### src/rtl/lrp_pkg.sv
package lrp_pkg;

	localparam logic OP_LOAD    = 1'b0;
	localparam logic OP_FEATURE = 1'b1;

	// Fixed-point anchors of the exp and divide path
	localparam logic [63:0] Q60_ONE = 64'h1000_0000_0000_0000;
	localparam logic [63:0] Q54_ONE = 64'h0040_0000_0000_0000;
	localparam logic [63:0] Q38_ONE = 64'h0000_0040_0000_0000;
	localparam logic [63:0] E_ARG   = 64'h0000_0000_0001_0000;

	localparam logic signed [63:0] Z_LIMIT = 64'sh0000_0010_0000_0000;
	localparam logic [20:0] Z_MAX21 = 21'h0F_FFFF;
	localparam logic [20:0] Z_MIN21 = 21'h10_0000;

	localparam logic [4:0] SERIES_TERMS = 5'd26;
	localparam int SUM_QUEUE_DEPTH = 2;

	typedef struct packed {
		logic        start;
		logic [63:0] dividend;
		logic [63:0] divisor;
	} div_req_t;

	typedef struct packed {
		logic        busy;
		logic        done;
		logic [63:0] quotient;
	} div_rsp_t;

	typedef enum logic [8:0] {
		S_INIT    = 9'b000000001,
		S_IDLE    = 9'b000000010,
		S_SER_MUL = 9'b000000100,
		S_SER_DIV = 9'b000001000,
		S_POW_MUL = 9'b000010000,
		S_Q_PREP  = 9'b000100000,
		S_Q_GO    = 9'b001000000,
		S_Q_DIV   = 9'b010000000,
		S_EMIT    = 9'b100000000
	} back_state_t;

endpackage

### src/rtl/lrp_div.sv
module lrp_div import lrp_pkg::*; (
	input  logic     clk,
	input  logic     arst_n,
	input  div_req_t req,
	output div_rsp_t rsp
);

	logic        busy_q, done_q;
	logic [5:0]  cnt_q;
	logic [63:0] rem_q, quo_q, dvs_q;
	logic [64:0] shifted, diff;
	logic        ge;

	// restoring divide, one quotient bit per cycle, dividend shifts out of quo_q
	assign shifted = {rem_q, quo_q[63]};
	assign diff    = shifted - {1'b0, dvs_q};
	assign ge      = !diff[64];

	assign rsp.busy     = busy_q;
	assign rsp.done     = done_q;
	assign rsp.quotient = quo_q;

	always_ff @(posedge clk or negedge arst_n) begin
		if (!arst_n) begin
			busy_q <= 1'b0;
			done_q <= 1'b0;
			cnt_q  <= '0;
		end else begin
			done_q <= 1'b0;
			if (req.start) begin
				busy_q <= 1'b1;
				cnt_q  <= '0;
			end else if (busy_q) begin
				cnt_q <= cnt_q + 1'b1;
				if (cnt_q == 6'd63) begin
					busy_q <= 1'b0;
					done_q <= 1'b1;
				end
			end
		end
	end

	always_ff @(posedge clk) begin
		if (req.start) begin
			rem_q <= '0;
			quo_q <= req.dividend;
			dvs_q <= req.divisor;
		end else if (busy_q) begin
			rem_q <= ge ? diff[63:0] : shifted[63:0];
			quo_q <= {quo_q[62:0], ge};
		end
	end

endmodule

### config.mk
export PLATFORM = sky130hd
export DESIGN_NAME = lrp_div
export DESIGN_NICKNAME = d
export VERILOG_FILES = /design/src/rtl/lrp_pkg.sv /design/src/rtl/lrp_div.sv
export SDC_FILE = /design/constraint.sdc
export NUM_CORES = 1
export LEC_CHECK = 0
export BUFFER_PORTS_ARGS = -buffer_cell sky130_fd_sc_hd__clkbuf_2
export CAP_MARGIN = 30
export CORE_ASPECT_RATIO = 1.4
export CORE_UTILIZATION = 55
export DETAILED_ROUTE_END_ITERATION = 7
export GPL_TIMING_DRIVEN = 0
export PLACE_DENSITY = 0.74
export REMOVE_ABC_BUFFERS = 1
export SYNTH_ARGS = -nofsm -noshare
export SYNTH_HDL_FRONTEND = slang
export SYNTH_SLANG_ARGS = --single-unit
### constraint.sdc
create_clock -name clk -period 4.6 [get_ports clk]
set_input_delay 0.23 -clock clk [delete_from_list [all_inputs] [get_ports clk]]
set_output_delay 0.23 -clock clk [all_outputs]
set_load 0.1 [all_outputs]
==> metrics.cfg <==
[finish]
syn2layout_area_growth_pct=20.5
antenna_cells=0
nNetsFinal=1626
final_util=0.673
drive_above_1_share=0.261

[synthesis]
yosysSeqAreaShare=0.438
yosysMostFrequentCell=nand2_1
ys.flop_type=edfxtp_1
synth_cell_type_count=86
yosysWarningCount=0
synth_top_family_by_area=compound AO/OA/AOI/OAI gates
synth_xor_area_frac=0.0456
async_flop_share=0.0400
yosys.area_share.adder=0.0685
syn_area_mm2=0.0122
synth_seq_cells=200
syn_avg_cell_area_um2=10.1
yosys-top-cells-count=nand2_1 (168), edfxtp_1 (128), nor2_1 (99)
synth-simple-area-share=0.134
synth_compound_area_frac=0.194
synth_top_area_share=0.316
synthCells=1204
synth_largest_area_cell=edfxtp_1
synth_edf_count=128
synth_mux_area_frac=0.0649
synthTopCellsByArea=edfxtp_1 (32%), dfxtp_1 (11%), ha_1 (6.7%), a311oi_2 (6.5%), mux2_2 (5.8%)

[clocking]
tritoncts=done
root_buffer=clkbuf_16
cts.sinks=200
clk_pin_slew_ns=0.07
cts-buffers-inserted=17
cts_buffer_depth=2
insertion_delay_ns=0.45
htreeDepth=4
cts_resized=0

[power_and_ir_drop]
ir_drop_mv=0.444
power_mw=7.98
p_leak_nw=6.23
power_density_mw_per_mm2=544

[global_routing]
grt_usage=0.262
grt_pass1_wl_um=47100
grt_max_degree=118
antenna_found_initial=0
grt_pass1_vias=10037
grt_remaining_overflow=0

[critical_path]
crit_path_max_fanout=24
required_ns=4.95
critPathKind=register to register
start_kind=register
setup.worst_path.end_class=register
worstPathArrival_ns=4.60

[routing]
num_vias=9731
met3WireLength_um=1280
post_drt_via_cell_ratio=5.60
wl_met2_um=15000
wl_met1_um=11500
wl_per_cell_um=16.4
ant_nets=0
drt-total-wl_um=28600
drtPass1Iterations=4
drt_first_iter_violations=501
drc=0
routed.top_layer=met4

[timing]
relSlewSlack=0.488
layout_min_cycle_time_ns=4.26
finalHoldViolCount=0
setup_violations=0
period_share=0.925
report.final.slew_viol_count=0
tightest_slew_ns=0.766
max_freq_mhz=235
rsz0062_at_grt=no
skew_ns=0.0137

[place]
routabilityCongestion=0.868
io_buffers=196
hpwl_um=20400

[die]
rows=64
die_area_mm2=0.0227
ios=197
die_x_um=128
core-area_mm2=0.0218
start_util=0.558
dieHeight_um=178

[status]
status=complete, no violations

[min_path]
hold_path.class=primary input to register

[flow_run]
maxCapViolCount=0

## flip-flops by register name (all words and copies together) (netlist names)
name / flops
busy_q: 1
cnt_q: 6
done_q: 1
dvs_q: 64
quo_q: 64
rem_q: 64
## cell families (layout without fill, tap and decap cells)
family                   Yosys count  in the layout
adder cells (fa/ha/maj)           66             66
flip-flops                       200            200
AND/OR/NAND/NOR                  364            364
buffers and inverters            154            392
XOR/XNOR                          59             59
AO/OA/AOI/OAI                    290            290
multiplexers                      71             71
## stage by stage
stage	setup WS (ns)	cell area, µm²	setup TNS [ns]	hold WS [ns]	instances
global placement	-2.92	13200	-218.11	0.0872	1634
detailed placement	0.317	13400	0	0.0939	1642
floorplan	-1.41	11800	-90.45	-0.0656	1141
global route	0.110	14700	0	0.0647	1739
CTS	0.293	14700	0	0.0525	1739
finish	0.345	14700	0	0.0644	1739
## critical path, stage by stage (launching register included)
cell      delay (ns)
edfxtp_1        0.40
inv_1           0.08
ha_1            0.23
fa_1            0.39
nand2b_1        0.20
a21oi_1         0.22
and2b_2         0.29
o21ai_2         0.36
a21oi_4         0.16
o21ai_4         0.27
a311oi_4        0.20
xor2_4          0.59
buf_16          0.24
buf_16          0.18
nand2_1         0.08
a311oi_2        0.23
## power by group
| group | switching (mW) | total [mW] | internal [mW] |
|---|---|---|---|
| Combinational | 2.42 | 3.90 | 1.49 |
| Clock | 0.704 | 1.58 | 0.875 |
| Sequential | 0.242 | 2.49 | 2.25 |
| Total | 3.36 | 7.98 | 4.61 |
## final cells by class
class / instances / area (µm²)
Multi-Input combinational cell: 850 / 6160
Fill cell: 1754 / 7130
Tap cell: 297 / 372
Sequential cell: 200 / 5330
Timing Repair Buffer: 269 / 1830
Inverter: 91 / 342
Clock inverter: 11 / 134
Clock buffer: 21 / 483
## metal layers
layer,vias up,global-route usage
li1,4820,-
met1,4584,0.287
met2,270,0.491
met3,57,0.0516
met4,0,0.104
met5,-,0
## cells in the final DEF, fill, tap and decap left out, types with 5 or more instances in the layout
cell type	synthesis	routed
mux2_2	63	63
xor2_1	27	27
nor4_1	5	5
nor3_1	8	8
nor2_1	99	99
clkbuf_16	0	19
mux2i_1	8	8
o21a_1	8	8
a311oi_1	6	6
dfrtp_1	8	7
edfxtp_1	128	128
a21oi_1	79	79
dlygate4sd3_1	0	65
and3_1	6	6
a21o_1	17	17
nand2b_1	9	9
o21ai_0	46	46
ha_1	65	65
inv_1	91	90
nand2_1	168	168
clkbuf_2	0	195
o21bai_1	11	11
o21ai_1	7	7
o31ai_1	7	7
dfxtp_1	64	64
nand4_1	20	20
nand3_1	16	16
a31oi_1	10	10
xnor2_1	30	30
a311oi_2	53	53
## final timing paths
kind,cells after the start,slack [ns],start,endpoint
max in group asynchronous,2,4.20,arst_n,busy_q$_DFF_PN0_
setup reg to reg,15,0.34,quo_q[63]$_DFFE_PP_,rem_q[25]$_SDFFE_PP0P_
hold reg to reg,2,0.47,rem_q[19]$_SDFFE_PP0P_,rem_q[19]$_SDFFE_PP0P_
min in group asynchronous,2,0.18,arst_n,cnt_q[2]$_DFFE_PN0P_
setup / recovery,15,0.34,quo_q[63]$_DFFE_PP_,rem_q[25]$_SDFFE_PP0P_
hold / removal,3,0.06,req[64],quo_q[0]$_DFFE_PP_
## what timing repair did
action / in CTS / in global routing
endpoints found under the hold margin: 72 / 0
hold buffers: 65 / 0
endpoints found under the setup margin: 0 / 0
setup buffers: 0 / 0
(Power assumes the default switching activity.)
