<file path="config.mk">
export PLATFORM = sky130hd
export DESIGN_NAME = lrp_back
export DESIGN_NICKNAME = d
export VERILOG_FILES = /design/src/rtl/lrp_pkg.sv /design/src/rtl/lrp_back.sv
export SDC_FILE = /design/constraint.sdc
export NUM_CORES = 2
export LEC_CHECK = 0
export BUFFER_PORTS_ARGS = -buffer_cell sky130_fd_sc_hd__clkbuf_2
export CAP_MARGIN = 20
export CORE_UTILIZATION = 30
export DETAILED_ROUTE_END_ITERATION = 6
export PLACE_DENSITY = 0.44
export SETUP_SLACK_MARGIN = 0.05
export SYNTH_ARGS = -nofsm -noshare
export SYNTH_HDL_FRONTEND = slang
export SYNTH_SLANG_ARGS = --single-unit
</file>
<file path="constraint.sdc">
create_clock -name clk -period 9.9 [get_ports clk]
set_clock_uncertainty 0.05 [all_clocks]
set_input_delay 1.485 -clock clk [delete_from_list [all_inputs] [get_ports clk]]
set_output_delay 1.485 -clock clk [all_outputs]
set_load 0.05 [all_outputs]
</file>
<file path="src/rtl/lrp_pkg.sv">
package lrp_pkg;

	localparam logic OP_LOAD    = 1'b0;
	localparam logic OP_FEATURE = 1'b1;

	// Fixed-point anchors of the exp and divide path
	localparam logic [63:0] Q60_ONE = 64'h1000_0000_0000_0000;
	localparam logic [63:0] Q54_ONE = 64'h0040_0000_0000_0000;
	localparam logic [63:0] Q38_ONE = 64'h0000_0040_0000_0000;
	localparam logic [63:0] E_ARG   = 64'h0000_0000_0001_0000;

	localparam logic signed [63:0] Z_LIMIT = 64'sh0000_0010_0000_0000;
	localparam logic [20:0] Z_MAX21 = 21'h0F_FFFF;
	localparam logic [20:0] Z_MIN21 = 21'h10_0000;

	localparam logic [4:0] SERIES_TERMS = 5'd26;
	localparam int SUM_QUEUE_DEPTH = 2;

	typedef struct packed {
		logic        start;
		logic [63:0] dividend;
		logic [63:0] divisor;
	} div_req_t;

	typedef struct packed {
		logic        busy;
		logic        done;
		logic [63:0] quotient;
	} div_rsp_t;

	typedef enum logic [8:0] {
		S_INIT    = 9'b000000001,
		S_IDLE    = 9'b000000010,
		S_SER_MUL = 9'b000000100,
		S_SER_DIV = 9'b000001000,
		S_POW_MUL = 9'b000010000,
		S_Q_PREP  = 9'b000100000,
		S_Q_GO    = 9'b001000000,
		S_Q_DIV   = 9'b010000000,
		S_EMIT    = 9'b100000000
	} back_state_t;

endpackage

</file>
<file path="src/rtl/lrp_back.sv">
module lrp_back import lrp_pkg::*; (
	input  logic        clk,
	input  logic        arst_n,
	input  logic        q_empty,
	input  logic [63:0] q_data,
	output logic        q_pop,
	output div_req_t    div_req,
	input  div_rsp_t    div_rsp,
	output logic        out_valid,
	input  logic        out_stall,
	output logic [15:0] probability
);

	back_state_t state_q;
	logic        init_q;
	logic [4:0]  k_q, n_q;
	logic [2:0]  mstep_q;
	logic        out_valid_q;

	logic [63:0]  ma_q, mb_q, sacc_q, e60_q, d_q, pp_q;
	logic [127:0] macc_q;
	logic [1:0]   pp_sh_q;
	logic         neg_q;
	logic [15:0]  res_q, prob_q;

	logic signed [63:0] sum_s, zsh;
	logic [20:0]  z21, mag_w;
	logic [31:0]  a_half, b_half;
	logic [63:0]  pp_w;
	logic [1:0]   sh_w;
	logic [127:0] pp_ext, macc_sum;
	logic         mul_last, emit_w;
	logic [63:0]  snew;
	logic [16:0]  qv;
	logic [15:0]  res_w;

	// z = sum floored and clipped to signed Q5.16, then split into sign and magnitude
	assign sum_s = q_data;
	assign zsh   = sum_s >>> 16;

	always_comb begin
		if (sum_s >= Z_LIMIT) begin
			z21 = Z_MAX21;
		end else if (sum_s < -Z_LIMIT) begin
			z21 = Z_MIN21;
		end else begin
			z21 = zsh[20:0];
		end
		mag_w = z21[20] ? (~z21 + 21'd1) : z21;
	end

	// 64x64 product as four 32x32 partials, one per cycle, each registered and summed in the cycle after
	assign a_half   = mstep_q[1] ? ma_q[63:32] : ma_q[31:0];
	assign b_half   = mstep_q[0] ? mb_q[63:32] : mb_q[31:0];
	assign pp_w     = a_half * b_half;
	assign sh_w     = {1'b0, mstep_q[1]} + {1'b0, mstep_q[0]};
	assign mul_last = (mstep_q == 3'd4);

	always_comb begin
		case (pp_sh_q)
			2'd0:    pp_ext = {64'h0, pp_q};
			2'd1:    pp_ext = {32'h0, pp_q, 32'h0};
			default: pp_ext = {pp_q, 64'h0};
		endcase
	end

	assign macc_sum = macc_q + pp_ext;
	assign snew     = sacc_q + div_rsp.quotient;

	assign qv = div_rsp.quotient[16:0];
	always_comb begin
		if (neg_q) begin
			res_w = qv[15:0];
		end else if (qv == '0) begin
			res_w = 16'hFFFF;
		end else begin
			res_w = 16'(17'h1_0000 - qv);
		end
	end

	always_comb begin
		div_req.start    = (state_q == S_SER_MUL && mul_last) || (state_q == S_Q_GO);
		div_req.dividend = macc_sum[79:16];
		div_req.divisor  = {59'h0, k_q};
		if (state_q == S_Q_GO) begin
			div_req.dividend = Q54_ONE + (d_q >> 1);
			div_req.divisor  = d_q;
		end
	end

	assign q_pop       = (state_q == S_IDLE) && !q_empty;
	assign emit_w      = (state_q == S_EMIT) && (!out_valid_q || !out_stall);
	assign out_valid   = out_valid_q;
	assign probability = prob_q;

	always_ff @(posedge clk or negedge arst_n) begin
		if (!arst_n) begin
			state_q     <= S_INIT;
			init_q      <= 1'b1;
			k_q         <= '0;
			n_q         <= '0;
			mstep_q     <= '0;
			out_valid_q <= 1'b0;
		end else begin
			case (state_q)
				S_INIT: begin
					k_q     <= 5'd1;
					mstep_q <= '0;
					state_q <= S_SER_MUL;
				end
				S_IDLE: begin
					if (!q_empty) begin
						k_q     <= 5'd1;
						n_q     <= mag_w[20:16];
						mstep_q <= '0;
						state_q <= S_SER_MUL;
					end
				end
				S_SER_MUL: begin
					if (mul_last) begin
						state_q <= S_SER_DIV;
					end else begin
						mstep_q <= mstep_q + 3'd1;
					end
				end
				S_SER_DIV: begin
					if (div_rsp.done) begin
						mstep_q <= '0;
						if (k_q == SERIES_TERMS) begin
							init_q <= 1'b0;
							if (init_q) begin
								state_q <= S_IDLE;
							end else if (n_q == '0) begin
								state_q <= S_Q_PREP;
							end else begin
								state_q <= S_POW_MUL;
							end
						end else begin
							k_q     <= k_q + 5'd1;
							state_q <= S_SER_MUL;
						end
					end
				end
				S_POW_MUL: begin
					if (mul_last) begin
						n_q     <= n_q - 5'd1;
						mstep_q <= '0;
						if (n_q == 5'd1) begin
							state_q <= S_Q_PREP;
						end
					end else begin
						mstep_q <= mstep_q + 3'd1;
					end
				end
				S_Q_PREP: begin
					state_q <= S_Q_GO;
				end
				S_Q_GO: begin
					state_q <= S_Q_DIV;
				end
				S_Q_DIV: begin
					if (div_rsp.done) begin
						state_q <= S_EMIT;
					end
				end
				S_EMIT: begin
					if (emit_w) begin
						state_q <= S_IDLE;
					end
				end
				default: begin
					state_q <= S_INIT;
				end
			endcase

			if (emit_w) begin
				out_valid_q <= 1'b1;
			end else if (!out_stall) begin
				out_valid_q <= 1'b0;
			end
		end
	end

	always_ff @(posedge clk) begin
		case (state_q)
			S_INIT: begin
				ma_q   <= Q60_ONE;
				mb_q   <= E_ARG;
				sacc_q <= Q60_ONE;
				macc_q <= '0;
			end
			S_IDLE: begin
				if (!q_empty) begin
					ma_q   <= Q60_ONE;
					mb_q   <= {48'h0, mag_w[15:0]};
					sacc_q <= Q60_ONE;
					macc_q <= '0;
					neg_q  <= z21[20];
				end
			end
			S_SER_MUL: begin
				if (!mul_last) begin
					pp_q    <= pp_w;
					pp_sh_q <= sh_w;
				end
				if (mstep_q != '0) begin
					macc_q <= macc_sum;
				end
			end
			S_SER_DIV: begin
				if (div_rsp.done) begin
					sacc_q <= snew;
					macc_q <= '0;
					if (k_q == SERIES_TERMS) begin
						if (init_q) begin
							e60_q <= snew;
						end else begin
							ma_q <= snew >> 22;
							mb_q <= e60_q;
						end
					end else begin
						ma_q <= div_rsp.quotient;
					end
				end
			end
			S_POW_MUL: begin
				if (mul_last) begin
					ma_q   <= macc_sum[123:60];
					macc_q <= '0;
				end else begin
					pp_q    <= pp_w;
					pp_sh_q <= sh_w;
					if (mstep_q != '0) begin
						macc_q <= macc_sum;
					end
				end
			end
			S_Q_PREP: begin
				d_q <= ma_q + Q38_ONE;
			end
			S_Q_DIV: begin
				if (div_rsp.done) begin
					res_q <= res_w;
				end
			end
			S_EMIT: begin
				if (emit_w) begin
					prob_q <= res_q;
				end
			end
			default: begin
			end
		endcase
	end

endmodule

</file>
==> impl_metrics.py <==
metrics = {
    "routing": {
        "avgRoutedWirePerCell_um": 27.94,
        "firstDrtPassIters": 6,
        "drt_iter0_markers": 5523,
        "drc": 0,
        "avgViaCountPerCell": 5.312,
        "drt_wl_total_um": 301800,
        "postRouteAntennaNets": 0,
        "route.vias.total": 57369,
    },
    "global_route": {
        "grt_max_degree": 128,
        "track_usage_pct": 25.78,
        "grt_pass1_vias": 57712,
        "grt-ovfl-total": 0,
        "grt_pass1_wl_um": 425200,
        "antenna_found_initial": 42,
    },
    "placed_design": {
        "place_hpwl_um": 245800,
        "portBuffers": 263,
        "gp_congestion": 0.9476,
    },
    "synth": {
        "postSynthAreaPerCell_um2": 9.197,
        "netlist_instances": 7512,
        "synthSimpleGateAreaFrac_pct": 15.96,
        "synth_fp_nets": 9003,
        "synth.area.top_cells": "fa_1 26%, edfxtp_1 24%, ha_1 8.3%",
        "ys_seq_elements": 567,
        "synth_area_um2": 69090,
        "synth-edff-count": 543,
        "synth-xor-area-share_pct": 3.714,
        "synth_top_family_by_area": "adder cells",
        "yosys.cell_types.count": 101,
        "ys_warn_count": 0,
        "synth_compound_area_share_pct": 11.81,
        "netlist_top_cells_count": "967 x nand2_1, 955 x inv_1, 898 x fa_1",
        "async_flop_share_pct": 4.233,
        "ys.flop_type": "edfxtp_1",
        "yosys.area.top_type": "fa_1",
        "synth.area.mux_share_pct": 2.474,
        "ys_seq_area_share_pct": 24.47,
        "synth.top_cell.area_share_pct": 26.02,
        "synth_most_common_cell": "nand2_1",
        "synth_fa_ha_area_share_pct": 34.33,
    },
    "sta": {
        "fin_crit_sh_pct": 94.64,
        "drv_slew": 0,
        "min_period_ns": 9.370,
        "hold_viol_final": 0,
        "rsz0062_at_grt": "no",
        "tightest_slew_ns": 1.205,
        "slew_headroom_pct": 19.69,
        "final-setup-viol-count": 0,
        "max_freq_ghz": 0.1067,
        "tns_ns": 0,
    },
    "clocking": {
        "cts_buffers": 67,
        "clock_path_buffers": 3,
        "htreeDepth": 3,
        "clkLatencyLatePin_ns": 0.72,
        "cts_tree": "yes",
        "cts_sinks": 567,
        "holdBufCountCts": 0,
        "clk_pin_slew_ns": 0.06,
        "root_buffer": "clkbuf_16",
    },
    "cells_and_area": {
        "syn2layout_area_growth_pct": 12.48,
        "finalNetCount": 9225,
        "drive_gt1_share_pct": 10.43,
    },
    "die": {
        "num_rows": 175,
        "die_x_um": 481.9,
        "top_level_ports": 281,
        "core-area_um2": 228200,
        "die_h_um": 481.9,
        "dieArea_um2": 232200,
        "start_util_pct": 30.28,
    },
    "setup_path": {
        "start_kind": "flop",
        "path_max_fanout": 11,
        "required_ns": 10.26,
        "crit_path_end_kind": "flop",
        "critPathArrivalTime_ns": 9.73,
        "crit_type": "reg2reg",
    },
    "min_path": {
        "hp-class": "reg2reg",
    },
    "flow_run": {
        "cap_violations": 0,
    },
    "outcome": {
        "status": "completed",
    },
}
==> critical path, cell delays in order (launching register included) <==
cell and delay, ns:
dfrtp_4 0.56, buf_4 0.17, mux2i_2 0.65, buf_4 0.33, nor2_1 0.08, fa_1 0.47, inv_1 0.05, fa_1 0.49
inv_1 0.07, fa_1 0.49, fa_1 0.62, fa_1 0.46, fa_1 0.54, fa_1 0.44, fa_1 0.47, ha_1 0.39
and3_1 0.24, or3_1 0.36, a211o_1 0.25, a31oi_2 0.34, o21ai_1 0.14, buf_4 0.18, or3_1 0.32, a31oi_1 0.26
o21ai_1 0.14, nand4_1 0.18, nor4b_1 0.27, nor4_1 0.10
==> cell families after synthesis <==
kind of cell,Yosys count
fa+ha+maj,1357
xor+xnor,293
flops,567
compound gates,1295
mux,163
buf+inv,1328
simple gates,2509
==> worst paths after layout <==
kind	slack (ns)	end	start	cells past startpoint
worst max register to register	0.53	pp_q[57]$_DFFE_PP_	mstep_q[0]$_DFFE_PN0P_	27
min in group asynchronous	0.89	state_q[6]$_DFFE_PN0P_	arst_n	1
worst min-delay path	0.37	probability[10]$_DFFE_PP_	res_q[10]$_DFFE_PP_	0
worst min register to register	0.37	probability[10]$_DFFE_PP_	res_q[10]$_DFFE_PP_	0
max in group asynchronous	8.22	mstep_q[1]$_DFFE_PN0P_	arst_n	1
worst max-delay path	0.53	pp_q[57]$_DFFE_PP_	mstep_q[0]$_DFFE_PN0P_	27
==> per-stage QoR <==
step / area (um^2) / std cells / worst slack (ns) / hold slack (ns) / utilization (%)
final: 77710 / 10799 / 0.5305 / 0.3707 / 34.06
after global routing: 77700 / 10795 / 0.1880 / 0.3783 / 34.06
after CTS: 77520 / 10775 / 0.3251 / 0.3700 / 33.98
after detailed placement: 75260 / 10654 / 0.3838 / 0.3568 / 32.99
after global placement: 75250 / 10653 / 0.3920 / 0.3512 / 32.98
after floorplan: 69090 / 7512 / 0.8275 / 0.3503 / -
==> area by class of cell <==
cell class | instances | area [um^2]
Multi-Input combinational cell | 5617 | 47550
Fill cell | 23752 | 150400
Sequential cell | 567 | 16920
Timing Repair Buffer | 525 | 3620
Clock inverter | 45 | 539.3
Clock buffer | 76 | 1720
Tap cell | 3009 | 3765
Inverter | 956 | 3588
Antenna cell | 4 | 10.01
==> state kept, by name (all words and copies together) (netlist names) <==
| signal | flops |
|---|---|
| macc_q | 124 |
| d_q | 64 |
| e60_q | 64 |
| ma_q | 64 |
| mb_q | 64 |
| pp_q | 64 |
| sacc_q | 64 |
| probability | 16 |
| res_q | 16 |
| state_q | 9 |
| k_q | 5 |
| n_q | 5 |
| mstep_q | 3 |
| pp_sh_q | 2 |
| init_q | 1 |
| neg_q | 1 |
| out_valid | 1 |
==> per-layer routing <==
metal | GRT usage, % | up-vias | part of all wire, % | wire length (um)
li1 | - | 25225 | - | -
met5 | 0 | - | 0.016 | 48
met2 | 41.68 | 2240 | 46 | 138400
met3 | 3.857 | 397 | 7.2 | 21620
met4 | 8.058 | 8 | 3.6 | 10870
met1 | 35.31 | 29499 | 43 | 130900
==> layout by cell type, fill, tap and decap left out, types with 25 or more instances in the layout <==
master       n
nand2_1    967
inv_1      955
fa_1       898
nor2_1     887
edfxtp_1   543
a21oi_1    465
ha_1       459
clkbuf_2   263
o21ai_0    246
buf_4      235
and2_1     215
xnor2_1    185
a21o_1     153
nand4_1    108
xor2_1     107
nand3_1     76
o21bai_1    68
clkbuf_16   67
nor3_1      60
mux2i_1     51
a22o_1      51
mux2_2      49
mux2i_2     41
a31oi_1     39
o21ai_1     34
nor2b_1     31
a211oi_1    31
o21a_1      30
nand2b_1    29
buf_12      25
==> what timing repair did <==
action / in CTS / in global routing
endpoints found under the setup margin: 0 / 4
buffers inserted: 0 / 19
resized for setup: 0 / 0
Power is not shown: default switching activity piles up to over one toggle a cycle in this logic, so the estimate is an artifact.
