--- src/rtl/lrp_pkg.sv ---
package lrp_pkg;

	localparam logic OP_LOAD    = 1'b0;
	localparam logic OP_FEATURE = 1'b1;

	// Fixed-point anchors of the exp and divide path
	localparam logic [63:0] Q60_ONE = 64'h1000_0000_0000_0000;
	localparam logic [63:0] Q54_ONE = 64'h0040_0000_0000_0000;
	localparam logic [63:0] Q38_ONE = 64'h0000_0040_0000_0000;
	localparam logic [63:0] E_ARG   = 64'h0000_0000_0001_0000;

	localparam logic signed [63:0] Z_LIMIT = 64'sh0000_0010_0000_0000;
	localparam logic [20:0] Z_MAX21 = 21'h0F_FFFF;
	localparam logic [20:0] Z_MIN21 = 21'h10_0000;

	localparam logic [4:0] SERIES_TERMS = 5'd26;
	localparam int SUM_QUEUE_DEPTH = 2;

	typedef struct packed {
		logic        start;
		logic [63:0] dividend;
		logic [63:0] divisor;
	} div_req_t;

	typedef struct packed {
		logic        busy;
		logic        done;
		logic [63:0] quotient;
	} div_rsp_t;

	typedef enum logic [8:0] {
		S_INIT    = 9'b000000001,
		S_IDLE    = 9'b000000010,
		S_SER_MUL = 9'b000000100,
		S_SER_DIV = 9'b000001000,
		S_POW_MUL = 9'b000010000,
		S_Q_PREP  = 9'b000100000,
		S_Q_GO    = 9'b001000000,
		S_Q_DIV   = 9'b010000000,
		S_EMIT    = 9'b100000000
	} back_state_t;

endpackage

--- src/rtl/lrp_ram.sv ---
module lrp_ram #(
	parameter int WIDTH = 32,
	parameter int DEPTH = 17
) (
	input  logic                     clk,
	input  logic                     we,
	input  logic [$clog2(DEPTH)-1:0] waddr,
	input  logic [WIDTH-1:0]         wdata,
	input  logic                     re,
	input  logic [$clog2(DEPTH)-1:0] raddr,
	output logic [WIDTH-1:0]         rdata
);

	logic [WIDTH-1:0] mem_q [DEPTH];
	logic [WIDTH-1:0] rdata_q;

	always_ff @(posedge clk) begin
		if (we) begin
			mem_q[waddr] <= wdata;
		end
		if (re) begin
			rdata_q <= mem_q[raddr];
		end
	end

	assign rdata = rdata_q;

endmodule

--- src/rtl/lrp_front.sv ---
module lrp_front import lrp_pkg::*; #(
	parameter int MAX_FEATURES = 16
) (
	input  logic               clk,
	input  logic               arst_n,
	input  logic               in_valid,
	output logic               in_stall,
	input  logic               operation,
	input  logic [4:0]         weight_index,
	input  logic signed [31:0] value,
	input  logic [4:0]         feature_count,
	output logic               push,
	output logic [63:0]        push_sum,
	input  logic               q_full
);

	localparam int PW = $clog2(MAX_FEATURES + 1);

	logic          en, accept, feat, we;
	logic [PW-1:0] pos_q, np, lim;
	logic          first_w, last_w;
	logic [31:0]   rd_w;
	logic signed [31:0] wt_w;
	logic signed [63:0] prod_w;
	logic [63:0]   base_w, add_w, sat_w;

	logic signed [31:0] bias_q;
	logic               valid_s1, first_s1, last_s1;
	logic signed [31:0] value_s1, bias_s1;
	logic               valid_s2, first_s2, last_s2;
	logic signed [31:0] bias_s2;
	logic [63:0]        prod_s2;
	logic [63:0]        sum_q;

	// hold the whole feature path while a finished sum cannot enter the queue
	assign en       = !(valid_s2 && last_s2 && q_full);
	assign in_stall = !en;
	assign accept   = in_valid && en;
	assign feat     = accept && (operation == OP_FEATURE);
	assign we       = accept && (operation == OP_LOAD) && (int'(weight_index) <= MAX_FEATURES);

	always_comb begin
		if (feature_count == '0) begin
			lim = PW'(1);
		end else if (int'(feature_count) > MAX_FEATURES) begin
			lim = PW'(MAX_FEATURES);
		end else begin
			lim = PW'(feature_count);
		end
	end

	// pos_q never passes MAX_FEATURES-1, so np stays within the table
	assign np      = pos_q + PW'(1);
	assign first_w = (pos_q == '0);
	assign last_w  = (np >= lim);

	lrp_ram #(
		.WIDTH(32),
		.DEPTH(MAX_FEATURES + 1)
	) u_weights (
		.clk  (clk),
		.we   (we),
		.waddr(PW'(weight_index)),
		.wdata(value),
		.re   (feat),
		.raddr(np),
		.rdata(rd_w)
	);

	assign wt_w   = rd_w;
	assign prod_w = wt_w * value_s1;

	assign base_w = first_s2 ? {{16{bias_s2[31]}}, bias_s2, 16'h0000} : sum_q;
	assign add_w  = base_w + prod_s2;

	always_comb begin
		sat_w = add_w;
		if (base_w[63] == prod_s2[63] && add_w[63] != base_w[63]) begin
			sat_w = base_w[63] ? 64'h8000_0000_0000_0000 : 64'h7FFF_FFFF_FFFF_FFFF;
		end
	end

	assign push     = valid_s2 && last_s2 && !q_full;
	assign push_sum = sat_w;

	always_ff @(posedge clk or negedge arst_n) begin
		if (!arst_n) begin
			pos_q    <= '0;
			valid_s1 <= 1'b0;
			valid_s2 <= 1'b0;
			sum_q    <= '0;
		end else begin
			if (feat) begin
				pos_q <= last_w ? '0 : np;
			end
			if (en) begin
				valid_s1 <= feat;
				valid_s2 <= valid_s1;
				if (valid_s2) begin
					sum_q <= last_s2 ? '0 : sat_w;
				end
			end
		end
	end

	always_ff @(posedge clk) begin
		if (we && weight_index == '0) begin
			bias_q <= value;
		end
		if (en) begin
			value_s1 <= value;
			first_s1 <= first_w;
			last_s1  <= last_w;
			bias_s1  <= bias_q;
			prod_s2  <= prod_w;
			first_s2 <= first_s1;
			last_s2  <= last_s1;
			bias_s2  <= bias_s1;
		end
	end

endmodule

--- config.mk ---
export PLATFORM = sky130hd
export DESIGN_NAME = lrp_front
export DESIGN_NICKNAME = d
export VERILOG_FILES = /design/src/rtl/lrp_pkg.sv /design/src/rtl/lrp_ram.sv /design/src/rtl/lrp_front.sv
export SDC_FILE = /design/constraint.sdc
export NUM_CORES = 2
export LEC_CHECK = 0
export ABC_AREA = 1
export BUFFER_PORTS_ARGS = -buffer_cell sky130_fd_sc_hd__buf_2
export CELL_PAD_IN_SITES_DETAIL_PLACEMENT = 0
export CELL_PAD_IN_SITES_GLOBAL_PLACEMENT = 2
export CORE_MARGIN = 2
export CORE_UTILIZATION = 42
export DETAILED_ROUTE_END_ITERATION = 10
export MAX_ROUTING_LAYER = met4
export PLACE_DENSITY_LB_ADDON = 0.1
export SYNTH_ARGS = -nofsm -noshare
export SYNTH_HDL_FRONTEND = slang
export SYNTH_SLANG_ARGS = --single-unit
--- constraint.sdc ---
create_clock -name clk -period 10.3 [get_ports clk]
set_input_delay 0.515 -clock clk [delete_from_list [all_inputs] [get_ports clk]]
set_output_delay 0.515 -clock clk [all_outputs]
set_load 0.01 [all_outputs]
==> impl_metrics.toml <==
[worst_setup_path]
timing.rr.end = "prod_s2[49]$_DFFE_PN_"
critPathSlowestCell = "sky130_fd_sc_hd__edfxtp_1"
r2r.worst_path.cells = 24
worst_ep_arrival_time_ns = 9.02
worst-path-max-fanout = 21
setup.worst_path.class = "reg2reg"
path_depth = 24
critical_path.endpoint_type = "flop"
setup.worst_path.end = "prod_s2[49]$_DFFE_PN_"
worstPathRequired_ns = 10.68
worstPathCellList = "nand2_1, inv_1, fa_1, inv_1, fa_1, inv_1, fa_1, fa_1, inv_1, fa_1, inv_1, fa_1, fa_1, fa_1, ha_1, nand2_1, nor2_1, inv_1, nor2_1, inv_1, nor2_1, nand4_1, nand4_1, nand2_1"
critical_path.n_buffers_inverters = 7
cp-start-kind = "flop"
crit_family = "adder cells"
worst_setup_slack_for_register_to_register_paths_ns = 1.66
critical_path.most_common_cell = "sky130_fd_sc_hd__fa_1"
worst_setup_path_startpoint = "u_weights.rdata[31]$_DFFE_PP_"
crit-reg2reg-launch = "u_weights.rdata[31]$_DFFE_PP_"
critical_path.max_stage_delay_ns = 0.85

[floorplanning]
die_width_um = 428
number_of_top_level_design_ports = 113
floorplan.initialDensity_pct = 42.3
rows = 155
die-area_um2 = 183000
core_um2 = 179000
chipHeight_um = 428

[synthesis]
mappedNetlistArea_um2 = 75600
yosys_reg_bits = 843
netlist-cell-type-count = 43
synthesis.nets = 9729
synthesis.yosys.warnings = 0
synth-seq-area-share_pct = 33.0
synthesis.instances = 8345
syn_area_per_cell_um2 = 9.06
ys_dominant_reg_cell = "sky130_fd_sc_hd__edfxtp_1"
synthArstFlopShare_pct = 8.42
synth_enable_flop_cells = 772

[sta]
timing.final.setup_violations = 0
period_share_pct = 83.9
grt_setup_unrepaired = "no"
setup-tns-final_ns = 0
finalHoldViolations = 0
relative_slew_slack_pct = 26.0
fmax_mhz = 116
final_period_minus_worst_setup_slack_ns = 8.64
worst_hold_slack_ns = 0.237
worst_clock_skew_ns = 0.0664
worst-slew-pin-transition_ns = 1.11
drv_slew = 0

[hold_path]
worst_hold_path_type = "in2reg"

[routing]
postRouteWirelength_um = 255000
routed_wire_length_per_instance_um = 23.7
via_count = 55200
detail_route.drc_violations = 0
detail-route-antenna-nets = 0
first_iter_violations = 4665
first_pass_iters = 6
vias_per_instance = 5.13

[global_route]
grt_pass1_vias = 57100
grt_pass1_wl_um = 384000
globalRouteOverflowTotal = 0
grt_max_degree = 192
antenna_violations_before_repair = 20
grtUsageTotal_pct = 29.1

[clock_network]
count_of_h_tree_levels_built_during_cts = 3
cts_hold_buffers = 1
cts_setup_buffers = 0
numCtsBuffers = 86
cts.root.buffer_cell = "sky130_fd_sc_hd__clkbuf_16"
path_clk_slew_ns = 0.07
clock_path_buffers = 3
clkLatencyLatePin_ns = 0.70
cts_sinks = 843
cts_resized = 0
tritoncts = "yes"

[place]
port_buffers = 112
detailedPlacementHpwl_um = 189000
rd_place_congestion = 0.949
placed_cells = 10600

[final_layout]
num-fill-cells = 17500
synthToLayoutAreaGrowth_pct = 8.27
layout-drive-gt1-share_pct = 5.10
layout.cells.non_filler = 10800
mostFrequentLayoutCell = "sky130_fd_sc_hd__nand2_1"
finalNetCount = 9707
final_cell_mix = "sky130_fd_sc_hd__nand2_1 (2087), sky130_fd_sc_hd__inv_1 (1969), sky130_fd_sc_hd__fa_1 (1083)"

[job]
drv_cap = 0

[status]
status = "finished, final reports clean"
[synthesized netlist by cell type, types with 2 or more instances]
cell type | n | share of area, %
sky130_fd_sc_hd__nand2_2 | 5 | 0.041
sky130_fd_sc_hd__a21oi_1 | 166 | 1.1
sky130_fd_sc_hd__buf_2 | 13 | 0.086
sky130_fd_sc_hd__nor2_4 | 2 | 0.030
sky130_fd_sc_hd__buf_6 | 2 | 0.030
sky130_fd_sc_hd__or2_2 | 9 | 0.074
sky130_fd_sc_hd__a21o_1 | 7 | 0.069
sky130_fd_sc_hd__a21oi_2 | 11 | 0.13
sky130_fd_sc_hd__buf_1 | 8 | 0.040
sky130_fd_sc_hd__buf_4 | 4 | 0.040
sky130_fd_sc_hd__ha_1 | 254 | 4.2
sky130_fd_sc_hd__nor4_1 | 12 | 0.099
sky130_fd_sc_hd__xnor2_1 | 48 | 0.56
sky130_fd_sc_hd__a31oi_1 | 45 | 0.37
sky130_fd_sc_hd__o21ai_0 | 351 | 2.3
sky130_fd_sc_hd__fa_1 | 1083 | 29
sky130_fd_sc_hd__nand2_1 | 2087 | 10
sky130_fd_sc_hd__o21ai_1 | 2 | 0.013
sky130_fd_sc_hd__nor2_1 | 585 | 2.9
sky130_fd_sc_hd__o211ai_1 | 66 | 0.66
sky130_fd_sc_hd__edfxtp_1 | 772 | 31
sky130_fd_sc_hd__inv_2 | 6 | 0.030
sky130_fd_sc_hd__nand3b_1 | 4 | 0.040
sky130_fd_sc_hd__inv_1 | 1973 | 9.8
sky130_fd_sc_hd__o21a_1 | 6 | 0.060
sky130_fd_sc_hd__and3_1 | 11 | 0.091
sky130_fd_sc_hd__nand4_1 | 29 | 0.24
sky130_fd_sc_hd__o22ai_1 | 67 | 0.55
sky130_fd_sc_hd__clkbuf_1 | 319 | 1.6
sky130_fd_sc_hd__nand3_1 | 169 | 1.1
sky130_fd_sc_hd__a21boi_0 | 2 | 0.020
sky130_fd_sc_hd__o21bai_1 | 10 | 0.099
sky130_fd_sc_hd__nor3_1 | 21 | 0.14
sky130_fd_sc_hd__dfrtp_1 | 71 | 2.3
sky130_fd_sc_hd__xor2_1 | 51 | 0.59
sky130_fd_sc_hd__o221ai_1 | 64 | 0.74
sky130_fd_sc_hd__nor2_2 | 4 | 0.033
[worst min-delay path by stage]
stage               slack [ns]                           endpoint  cells past startpoint           startpoint
finish                    0.24  u_weights.mem_q[10][16]$_DFFE_PP_                      1            value[16]
floorplan                 0.22               pos_q[0]$_DFFE_PN0P_                      0               arst_n
global route              0.22  u_weights.mem_q[10][16]$_DFFE_PP_                      1            value[16]
CTS                       0.18  u_weights.mem_q[10][16]$_DFFE_PP_                      1            value[16]
detailed placement        0.40               bias_s1[1]$_DFFE_PN_                      0  bias_q[1]$_DFFE_PP_
global placement          0.40               bias_s1[7]$_DFFE_PN_                      0  bias_q[7]$_DFFE_PP_
[cell families (layout without fill, tap and decap cells)]
group | Yosys count | after routing | synth area share, %
xor+xnor | 99 | 99 | 1.15
fa+ha+maj | 1337 | 1337 | 32.9
compound gates | 798 | 798 | 6.15
buf+inv | 2326 | 2377 | 11.6
simple gates | 2942 | 2942 | 15.2
other cells | 0 | 14 | 0
flops | 843 | 843 | 33.0
[layout make-up]
| type | count | area [um^2] | area share, % |
|---|---|---|---|
| Clock buffer | 102 | 2220 | 2.71 |
| Multi-Input combinational cell | 5176 | 42100 | 51.4 |
| Sequential cell | 843 | 25000 | 30.5 |
| Clock inverter | 59 | 619 | 0.756 |
| Timing Repair Buffer | 236 | 1560 | 1.90 |
| Tap cell | 2355 | 2950 | 3.60 |
| Inverter | 1980 | 7440 | 9.09 |
| Antenna cell | 14 | 35.0 | 0.0428 |
[state kept, by name (all words and copies together) (netlist names), 32 cells and up]
| register | count |
|---|---|
| bias_s2 | 32 |
| bias_s1 | 32 |
| bias_q | 32 |
| value_s1 | 32 |
| sum_q | 64 |
| u_weights.rdata | 32 |
| prod_s2 | 64 |
| u_weights.mem_q | 544 |
[per-stage QoR]
step	util, %	instance area (um^2)	setup WS [ns]
finish	45.8	81900	1.66
global route	45.8	81900	1.18
CTS	45.8	81800	1.66
detailed placement	44.2	79000	1.67
global placement	44.2	79000	1.72
floorplan	-	75600	1.79
[routing by layer]
metal / GRT usage (%) / up-vias / wire length, um
li1: - / 25300 / -
met3: 2.82 / 245 / 13500
met1: 40.9 / 28100 / 116000
met4: 6.31 / 0 / 6240
met2: 46.0 / 1572 / 119000
met5: - / - / 0
[worst reg2reg max path, cell delays in order (launching register included)]
cell and delay [ns]:
sky130_fd_sc_hd__edfxtp_1 0.85, sky130_fd_sc_hd__nand2_1 0.27, sky130_fd_sc_hd__inv_1 0.14, sky130_fd_sc_hd__fa_1 0.40, sky130_fd_sc_hd__inv_1 0.25, sky130_fd_sc_hd__fa_1 0.47, sky130_fd_sc_hd__inv_1 0.22, sky130_fd_sc_hd__fa_1 0.49
sky130_fd_sc_hd__fa_1 0.76, sky130_fd_sc_hd__inv_1 0.41, sky130_fd_sc_hd__fa_1 0.60, sky130_fd_sc_hd__inv_1 0.05, sky130_fd_sc_hd__fa_1 0.56, sky130_fd_sc_hd__fa_1 0.44, sky130_fd_sc_hd__fa_1 0.48, sky130_fd_sc_hd__ha_1 0.48
sky130_fd_sc_hd__nand2_1 0.16, sky130_fd_sc_hd__nor2_1 0.14, sky130_fd_sc_hd__inv_1 0.09, sky130_fd_sc_hd__nor2_1 0.20, sky130_fd_sc_hd__inv_1 0.10, sky130_fd_sc_hd__nor2_1 0.15, sky130_fd_sc_hd__nand4_1 0.25, sky130_fd_sc_hd__nand4_1 0.17
sky130_fd_sc_hd__nand2_1 0.21
Power is not shown: default switching activity piles up to over one toggle a cycle in this logic, so the estimate is an artifact.
